<file path="src/hw/rtl/xbe_pkg.sv">
// Shared types, constants and the base64 alphabet function for the XOR base64 encoder.
`timescale 1ns / 1ps
`default_nettype none

package xbe_pkg;

   localparam int CSR_INDEX_W = 4;
   localparam int CSR_DATA_W = 64;
   localparam int KEY_POS_W = 3;
   localparam int KEY_LEN_W = 4;
   localparam int CODE_W = 6;
   localparam int MAX_CHARS = 4;

   localparam logic [7:0] PAD_CHAR = 8'h3D;

   typedef enum logic [CSR_INDEX_W-1:0] {
      CSR_KEY_BYTES  = 4'd0,
      CSR_KEY_LENGTH = 4'd1
   } csr_index_type;

   // One accepted byte as the back end sees it: up to two alphabet codes,
   // then padding up to the character count.
   typedef struct packed {
      logic [MAX_CHARS-1:0][CODE_W-1:0] codes;
      logic [1:0]                       ndata;
      logic [2:0]                       nchar;
      logic                             last;
   } xbe_entry_type;

   function automatic logic [7:0] b64_char(input logic [CODE_W-1:0] code);
      logic [7:0] c;
      c = {2'b00, code};
      if (code < 6'd26) begin
         return 8'h41 + c;
      end else if (code < 6'd52) begin
         return 8'h61 + c - 8'd26;
      end else if (code < 6'd62) begin
         return 8'h30 + c - 8'd52;
      end else if (code == 6'd62) begin
         return 8'h2B;
      end else begin
         return 8'h2F;
      end
   endfunction

endpackage

`default_nettype wire

</file>
<file path="src/hw/rtl/xor_base64_encoder_core.sv">
// Top level of the repeating-key XOR base64 encoder.
`timescale 1ns / 1ps
`default_nettype none

// Takes one message byte per item, XORs it with the repeating key and emits the
// base64 characters one item per cycle unless the receiver stalls the output,
// with '=' padding and a flag on the last character of each message. A byte is
// accepted in the cycle it arrives while the queue of planned bytes has room;
// each byte yields one to four characters, and the character output, one per
// cycle, sets the sustained rate: about four characters per three bytes. With
// the queue and the output register empty, a byte's first character goes into
// a queue slot and then into the output register before it is offered.
// Configuration writes are always accepted and take effect from the next byte.
module xor_base64_encoder_core #(
   parameter int KEY_BYTES = 8,
   parameter int QUEUE_DEPTH = 4
) (
   input  wire logic                             clock,
   input  wire logic                             reset,
   input  wire logic                             csr_valid,
   output logic                                  csr_ready,
   input  wire logic [xbe_pkg::CSR_INDEX_W-1:0]  csr_index,
   input  wire logic [xbe_pkg::CSR_DATA_W-1:0]   csr_wdata,
   input  wire logic                             req_valid,
   output logic                                  req_ready,
   input  wire logic [7:0]                       req_data_byte,
   input  wire logic                             req_end_of_message,
   output logic                                  rsp_valid,
   input  wire logic                             rsp_ready,
   output logic [7:0]                            rsp_base64_char,
   output logic                                  rsp_final_char
);

   xbe_pkg::xbe_entry_type push_entry;
   xbe_pkg::xbe_entry_type head_entry;
   logic push_valid;
   logic push_ready;
   logic head_valid;
   logic pop;

   assign csr_ready = 1'b1;
   assign req_ready = push_ready;

   xbe_front #(
      .KEY_BYTES(KEY_BYTES)
   ) u_front (
      .clock(clock),
      .reset(reset),
      .csr_valid(csr_valid),
      .csr_index(csr_index),
      .csr_wdata(csr_wdata),
      .req_valid(req_valid),
      .req_data_byte(req_data_byte),
      .req_end_of_message(req_end_of_message),
      .push_ready(push_ready),
      .push_entry(push_entry),
      .push_valid(push_valid)
   );

   xbe_queue #(
      .DEPTH(QUEUE_DEPTH)
   ) u_queue (
      .clock(clock),
      .reset(reset),
      .push_valid(push_valid),
      .push_entry(push_entry),
      .push_ready(push_ready),
      .pop(pop),
      .head_valid(head_valid),
      .head_entry(head_entry)
   );

   xbe_back u_back (
      .clock(clock),
      .reset(reset),
      .head_valid(head_valid),
      .head_entry(head_entry),
      .pop(pop),
      .rsp_valid(rsp_valid),
      .rsp_ready(rsp_ready),
      .rsp_base64_char(rsp_base64_char),
      .rsp_final_char(rsp_final_char)
   );

endmodule

`default_nettype wire

</file>
<file path="src/hw/rtl/xbe_front.sv">
// Front end: key registers, key XOR, bit packing and per-byte character planning.
`timescale 1ns / 1ps
`default_nettype none

module xbe_front #(
   parameter int KEY_BYTES = 8
) (
   input  wire logic                               clock,
   input  wire logic                               reset,
   input  wire logic                               csr_valid,
   input  wire logic [xbe_pkg::CSR_INDEX_W-1:0]    csr_index,
   input  wire logic [xbe_pkg::CSR_DATA_W-1:0]     csr_wdata,
   input  wire logic                               req_valid,
   input  wire logic [7:0]                         req_data_byte,
   input  wire logic                               req_end_of_message,
   input  wire logic                               push_ready,
   output xbe_pkg::xbe_entry_type                  push_entry,
   output logic                                    push_valid
);

   localparam int KEY_W = KEY_BYTES * 8;
   localparam logic [xbe_pkg::KEY_LEN_W-1:0] KEY_LEN_MAX = xbe_pkg::KEY_LEN_W'(KEY_BYTES);

   logic [KEY_W-1:0]                    key_ff;
   logic [xbe_pkg::KEY_LEN_W-1:0]       key_length_ff;
   logic [xbe_pkg::KEY_POS_W-1:0]       key_pos_ff, key_pos_in;
   logic [3:0]                          lbits_ff, lbits_in;
   logic [2:0]                          lcount_ff, lcount_in;
   logic [1:0]                          phase_ff, phase_in;

   logic [xbe_pkg::KEY_LEN_W-1:0]       eff_len;
   logic [xbe_pkg::KEY_POS_W-1:0]       pos_sel;
   logic [xbe_pkg::KEY_LEN_W-1:0]       pos_inc;
   logic [7:0]                          key_byte;
   logic [7:0]                          xb;
   logic [3:0]                          nbits_left;
   logic [2:0]                          ncount_left;
   logic [1:0]                          ndata;
   logic [1:0]                          ph;
   logic [1:0]                          pad;
   logic [2:0]                          total;
   xbe_pkg::xbe_entry_type              entry;

   always_ff @(posedge clock) begin
      if (reset) begin
         key_ff <= '0;
         key_length_ff <= xbe_pkg::KEY_LEN_W'(1);
      end else if (csr_valid) begin
         if (csr_index == xbe_pkg::CSR_KEY_BYTES) begin
            key_ff <= csr_wdata[KEY_W-1:0];
         end else if (csr_index == xbe_pkg::CSR_KEY_LENGTH) begin
            key_length_ff <= csr_wdata[xbe_pkg::KEY_LEN_W-1:0];
         end
      end
   end

   always_comb begin
      if (key_length_ff == '0) begin
         eff_len = xbe_pkg::KEY_LEN_W'(1);
      end else if (key_length_ff > KEY_LEN_MAX) begin
         eff_len = KEY_LEN_MAX;
      end else begin
         eff_len = key_length_ff;
      end
      pos_sel = ({1'b0, key_pos_ff} >= eff_len) ? '0 : key_pos_ff;
      key_byte = key_ff[pos_sel*8 +: 8];
      xb = req_data_byte ^ key_byte;
      pos_inc = {1'b0, pos_sel} + xbe_pkg::KEY_LEN_W'(1);

      entry = '0;
      entry.last = req_end_of_message;
      unique case (lcount_ff)
         3'd2: begin
            entry.codes[0] = {lbits_ff[1:0], xb[7:4]};
            ndata = 2'd1;
            nbits_left = xb[3:0];
            ncount_left = 3'd4;
         end
         3'd4: begin
            entry.codes[0] = {lbits_ff[3:0], xb[7:6]};
            entry.codes[1] = xb[5:0];
            ndata = 2'd2;
            nbits_left = 4'd0;
            ncount_left = 3'd0;
         end
         default: begin
            entry.codes[0] = xb[7:2];
            ndata = 2'd1;
            nbits_left = {2'b00, xb[1:0]};
            ncount_left = 3'd2;
         end
      endcase

      if (req_end_of_message && ncount_left == 3'd2) begin
         entry.codes[ndata] = {nbits_left[1:0], 4'b0000};
         ndata = ndata + 2'd1;
      end else if (req_end_of_message && ncount_left == 3'd4) begin
         entry.codes[ndata] = {nbits_left, 2'b00};
         ndata = ndata + 2'd1;
      end

      ph = phase_ff + ndata;
      pad = req_end_of_message ? 2'(2'd0 - ph) : 2'd0;
      total = {1'b0, ndata} + {1'b0, pad};
      if (total > 3'd4) begin
         total = 3'd4;
      end
      entry.ndata = ndata;
      entry.nchar = total;

      if (req_end_of_message) begin
         key_pos_in = '0;
         lbits_in = '0;
         lcount_in = '0;
         phase_in = '0;
      end else begin
         key_pos_in = (pos_inc >= eff_len) ? '0 : pos_inc[xbe_pkg::KEY_POS_W-1:0];
         lbits_in = nbits_left;
         lcount_in = ncount_left;
         phase_in = ph;
      end
   end

   always_ff @(posedge clock) begin
      if (reset) begin
         key_pos_ff <= '0;
         lbits_ff <= '0;
         lcount_ff <= '0;
         phase_ff <= '0;
      end else if (req_valid && push_ready) begin
         key_pos_ff <= key_pos_in;
         lbits_ff <= lbits_in;
         lcount_ff <= lcount_in;
         phase_ff <= phase_in;
      end
   end

   assign push_entry = entry;
   assign push_valid = req_valid && push_ready;

endmodule

`default_nettype wire

</file>
<file path="src/hw/rtl/xbe_queue.sv">
// Small register queue of planned bytes between the front and back ends.
`timescale 1ns / 1ps
`default_nettype none

module xbe_queue #(
   parameter int DEPTH = 4
) (
   input  wire logic                   clock,
   input  wire logic                   reset,
   input  wire logic                   push_valid,
   input  xbe_pkg::xbe_entry_type      push_entry,
   output logic                        push_ready,
   input  wire logic                   pop,
   output logic                        head_valid,
   output xbe_pkg::xbe_entry_type      head_entry
);

   localparam int PTR_W = $clog2(DEPTH);
   localparam int CNT_W = $clog2(DEPTH + 1);
   localparam logic [PTR_W-1:0] LAST_PTR = PTR_W'(DEPTH - 1);
   localparam logic [CNT_W-1:0] FULL_CNT = CNT_W'(DEPTH);

   xbe_pkg::xbe_entry_type slot_ff [DEPTH];
   logic [PTR_W-1:0] wr_ptr_ff, wr_ptr_in;
   logic [PTR_W-1:0] rd_ptr_ff, rd_ptr_in;
   logic [CNT_W-1:0] count_ff, count_in;
   logic             do_push, do_pop;

   always_comb begin
      do_push = push_valid && (count_ff != FULL_CNT);
      do_pop = pop && (count_ff != '0);
      wr_ptr_in = do_push ? ((wr_ptr_ff == LAST_PTR) ? '0 : wr_ptr_ff + PTR_W'(1)) : wr_ptr_ff;
      rd_ptr_in = do_pop ? ((rd_ptr_ff == LAST_PTR) ? '0 : rd_ptr_ff + PTR_W'(1)) : rd_ptr_ff;
      count_in = count_ff + CNT_W'(do_push) - CNT_W'(do_pop);
   end

   always_ff @(posedge clock) begin
      if (reset) begin
         wr_ptr_ff <= '0;
         rd_ptr_ff <= '0;
         count_ff <= '0;
      end else begin
         wr_ptr_ff <= wr_ptr_in;
         rd_ptr_ff <= rd_ptr_in;
         count_ff <= count_in;
      end
   end

   always_ff @(posedge clock) begin
      if (do_push) begin
         slot_ff[wr_ptr_ff] <= push_entry;
      end
   end

   assign push_ready = (count_ff != FULL_CNT);
   assign head_valid = (count_ff != '0);
   assign head_entry = slot_ff[rd_ptr_ff];

endmodule

`default_nettype wire

</file>
<file path="src/hw/rtl/xbe_back.sv">
// Back end: emits the characters of the head entry one per cycle, unless stalled, into the output register.
`timescale 1ns / 1ps
`default_nettype none

module xbe_back (
   input  wire logic                   clock,
   input  wire logic                   reset,
   input  wire logic                   head_valid,
   input  xbe_pkg::xbe_entry_type      head_entry,
   output logic                        pop,
   output logic                        rsp_valid,
   input  wire logic                   rsp_ready,
   output logic [7:0]                  rsp_base64_char,
   output logic                        rsp_final_char
);

   logic [1:0] idx_ff, idx_in;
   logic       valid_ff, valid_in;
   logic [7:0] char_ff, char_in;
   logic       final_ff, final_in;
   logic       load;
   logic       at_end;

   always_comb begin
      load = head_valid && (!valid_ff || rsp_ready);
      at_end = (idx_ff == 2'(head_entry.nchar - 3'd1));
      char_in = (idx_ff < head_entry.ndata) ? xbe_pkg::b64_char(head_entry.codes[idx_ff])
                                            : xbe_pkg::PAD_CHAR;
      final_in = head_entry.last && at_end;
      pop = load && at_end;
      if (load) begin
         idx_in = at_end ? 2'd0 : idx_ff + 2'd1;
         valid_in = 1'b1;
      end else begin
         idx_in = idx_ff;
         valid_in = valid_ff && !rsp_ready;
      end
   end

   always_ff @(posedge clock) begin
      if (reset) begin
         idx_ff <= '0;
         valid_ff <= 1'b0;
      end else begin
         idx_ff <= idx_in;
         valid_ff <= valid_in;
      end
   end

   always_ff @(posedge clock) begin
      if (load) begin
         char_ff <= char_in;
         final_ff <= final_in;
      end
   end

   assign rsp_valid = valid_ff;
   assign rsp_base64_char = char_ff;
   assign rsp_final_char = final_ff;

endmodule

`default_nettype wire

</file>
<file path="config.mk">
export PLATFORM = sky130hd
export DESIGN_NAME = xor_base64_encoder_core
export DESIGN_NICKNAME = d
export VERILOG_FILES = /design/src/hw/rtl/xbe_pkg.sv /design/src/hw/rtl/xor_base64_encoder_core.sv /design/src/hw/rtl/xbe_front.sv /design/src/hw/rtl/xbe_queue.sv /design/src/hw/rtl/xbe_back.sv
export SDC_FILE = /design/constraint.sdc
export NUM_CORES = 1
export LEC_CHECK = 0
export ABC_AREA = 1
export BUFFER_PORTS_ARGS = -buffer_cell sky130_fd_sc_hd__buf_2
export CAP_MARGIN = 10
export CORE_MARGIN = 2
export CORE_UTILIZATION = 40
export DETAILED_ROUTE_END_ITERATION = 16
export HOLD_SLACK_MARGIN = 0.15
export MAX_ROUTING_LAYER = met4
export PLACE_DENSITY = 0.59
export SLEW_MARGIN = 20
export SYNTH_ARGS = -nofsm -noshare
export SYNTH_HDL_FRONTEND = slang
export SYNTH_SLANG_ARGS = --single-unit
</file>
<file path="constraint.sdc">
create_clock -name clock -period 10.1 [get_ports clock]
set_input_delay 2.02 -clock clock [delete_from_list [all_inputs] [get_ports clock]]
set_output_delay 2.02 -clock clock [all_outputs]
set_load 0.01 [all_outputs]
</file>
==> impl_metrics.py <==
metrics = {
    "run_status": {
        "outcome": "completed",
    },
    "setup_path": {
        "r2r_setup_slack_ns": 5.72,
        "rr_worst_depth": 17,
        "worstSetupPathType": "reg -> reg",
        "endpoint_kind": "flop",
        "worst_ep_required_time_ns": 10.46,
        "cp.arrival_ns": 4.75,
        "r2r-start": "u_front.key_pos_ff[0]",
        "cp_max_fo": 21,
        "reg2reg_to": "u_front.key_pos_ff[1]",
        "start_kind": "flop",
    },
    "drt": {
        "dr.pass1.iters": 5,
        "wire_per_inst_um": 14.73,
        "drcViolationCount": 0,
        "vias_per_cell": 5.005,
        "vias": 7102,
        "ant_nets": 0,
        "first_iter_violations": 432,
        "routed_wl_um": 20900,
    },
    "logic_synthesis": {
        "synthCells": 1061,
        "yosys.area.top_type": "edfxtp_1",
        "yosys-top-cells-area": "edfxtp_1 (31%), dfxtp_1 (20%), nand2_1 (7.1%)",
        "synth-edff-count": 93,
        "ys_dominant_reg_cell": "edfxtp_1",
        "syn-cell-area_um2": 8989,
        "synth_top_area_share": 0.3107,
        "ys_seq_area_frac": 0.5134,
        "synth_commonest_cells": "nand2_1 (169), inv_1 (124), o21ai_0 (124)",
        "yosysMostFrequentCell": "nand2_1",
        "yosysWarnings": 0,
        "synth.distinct_cells": 46,
        "syn_area_per_cell_um2": 8.472,
        "synthesis.nets": 1174,
        "ys_ff_latch": 184,
        "synthArstFlopShare": 0,
    },
    "timing": {
        "setup_viol": 0,
        "worst_pin_slew_ns": 0.9385,
        "maxSlewHeadroom": 0.3743,
        "hold_viol_final": 0,
        "rsz0062_at_grt": "no",
        "finalMaxSlewViolations": 0,
        "fmax_ghz": 0.2281,
        "tns_ns": 0,
        "fin_skew_ns": 0.007529,
        "post-route-min-period_ns": 4.384,
        "finalCritPeriodShare": 0.4340,
    },
    "clock_tree": {
        "cts_resized": 0,
        "htree_num_levels": 4,
        "cts_buffers": 17,
        "insertion_delay_ns": 0.43,
        "clk_transition_reported_paths_ns": 0.07,
        "clockBufferDepth": 2,
        "cts_sinks": 184,
        "cts_tree": "built",
        "postCtsHoldBufs": 0,
        "cts-root-buf": "clkbuf_16",
        "post-cts-setup-buffers": 0,
    },
    "worst_hold_path": {
        "min_from": "u_front.key_ff[50]",
        "holdPathStages": 2,
        "worstHoldEndpoint": "u_front.key_ff[50]",
        "hp-class": "reg -> reg",
    },
    "die": {
        "start_util": 0.4093,
        "rows": 54,
        "core_area_um2": 21960,
        "pin_count": 94,
        "die_y_um": 153.9,
        "fp.dieArea_um2": 23690,
        "die_x_um": 153.9,
    },
    "global_route": {
        "grt_max_degree": 115,
        "grt_remaining_overflow": 0,
        "grt_pass1_wl_um": 33530,
        "antenna_found_initial": 2,
        "grt_use_total": 0.1849,
        "grt_pass1_vias": 6562,
    },
    "placement": {
        "port_buffers": 92,
        "post-dp-hpwl_um": 14520,
        "gp_congestion": 0.8903,
    },
    "final_layout": {
        "register_area_um2": 4614,
        "finalNetCount": 1237,
        "drive_above_1_share": 0.1398,
        "syn_to_final_growth_pct": 13.59,
        "fillCellCount": 2185,
        "multi_input_area_um2": 3601,
    },
    "pwr": {
        "power.total_uw": 2417,
        "irDropWorstVdd_mv": 0.1214,
        "p_per_area_nw_per_um2": 236.7,
        "leakagePower_uw": 0.003988,
    },
    "job": {
        "maxCapViolations": 0,
    },
}
## logic make-up after synthesis
| logic type | Yosys count | share of synthesized area |
|---|---|---|
| other cells | 1 | 0.0004172 |
| xor+xnor | 9 | 0.008770 |
| fa+ha+maj | 31 | 0.04482 |
| buf+inv | 189 | 0.08742 |
| compound gates | 274 | 0.1644 |
| simple gates | 373 | 0.1808 |
| flops | 184 | 0.5134 |
## final cells by class
| cell class | count | area share |
|---|---|---|
| Antenna cell | 2 | 0.0004902 |
| Clock buffer | 17 | 0.04167 |
| Clock inverter | 15 | 0.01838 |
| Inverter | 132 | 0.04877 |
| Multi-Input combinational cell | 688 | 0.3527 |
| Sequential cell | 184 | 0.4520 |
| Tap cell | 280 | 0.03431 |
| Timing Repair Buffer | 101 | 0.05172 |
## through the flow
step | instance area, um2 | std cells | hold WS (ns) | worst slack (ns) | utilization
after CTS | 10200 | 1417 | 0.4491 | 5.767 | 0.4647
after global routing | 10210 | 1419 | 0.4615 | 5.205 | 0.4650
final | 10210 | 1419 | 0.4445 | 5.716 | 0.4650
after detailed placement | 9592 | 1385 | 0.4380 | 5.623 | 0.4368
after global placement | 9592 | 1385 | 0.4353 | 5.698 | 0.4368
after floorplan | 8989 | 1061 | 0.4237 | 6.031 | -
## flip-flops by register name, indices dropped and copies added (netlist names), named ones only
name / flops
u_back.rsp_base64_char: 8
u_back.rsp_final_char: 1
u_front.key_pos_ff: 3
u_front.lcount_ff: 2
u_back.rsp_valid: 1
u_queue.rd_ptr_ff: 2
u_queue.wr_ptr_ff: 2
u_front.phase_ff: 2
u_queue.slot_ff: 84
u_front.key_length_ff: 4
u_back.idx_ff: 2
u_front.key_ff: 64
u_front.lbits_ff: 4
u_queue.count_ff: 3
## layout by cell type, fill, tap and decap left out, types with 17 or more instances in the layout
master / count
nor2_1: 81
nand4_1: 19
edfxtp_1: 93
dfxtp_1: 91
clkbuf_16: 17
ha_1: 29
nand3_1: 81
a21oi_1: 102
nand2_1: 169
inv_1: 124
o21ai_0: 124
buf_2: 92
## worst max-delay path, stage by stage (launching register included)
cell	delay [ns]
dfxtp_1	0.74
inv_1	0.14
ha_1	0.31
inv_1	0.06
nand2_1	0.04
nand2_1	0.05
nand2_1	0.05
nand2_2	0.25
nand3_2	0.47
inv_2	0.38
ha_1	0.30
ha_1	0.27
a21boi_0	0.12
o21ai_0	0.15
nand2_1	0.06
a2111oi_0	0.66
nand2_1	0.12
a21oi_1	0.15
## power breakdown
group	internal, uW	total (uW)	switching [uW]	leakage [uW]
combinational	261	794	534	0.00210
sequential	897	930	33.2	0.00159
clock	395	692	297	0.000294
## layer usage
layer / share of wire / global-route usage / up-vias
met3: 0.044 / 0.04256 / 25
met1: 0.47 / 0.2322 / 3223
met4: 0.022 / 0.06097 / 0
li1: - / - / 3708
met5: 0 / - / -
met2: 0.47 / 0.2967 / 146
## worst max path at each step
stage                           from               endpoint  slack, ns  depth (start not counted)
2_1_floorplan              rsp_ready    u_queue.count_ff[2]       6.03                         11
3_3_place_gp               rsp_ready    u_queue.count_ff[2]       5.70                         12
3_5_place_dp               rsp_ready    u_queue.count_ff[2]       5.62                         12
4_1_cts        u_front.key_pos_ff[0]  u_front.key_pos_ff[1]       5.77                         17
5_1_grt        u_front.key_pos_ff[0]  u_front.key_pos_ff[2]       5.20                         17
6_report       u_front.key_pos_ff[0]  u_front.key_pos_ff[1]       5.72                         17
No activity file was read; power rests on OpenSTA's default activity.
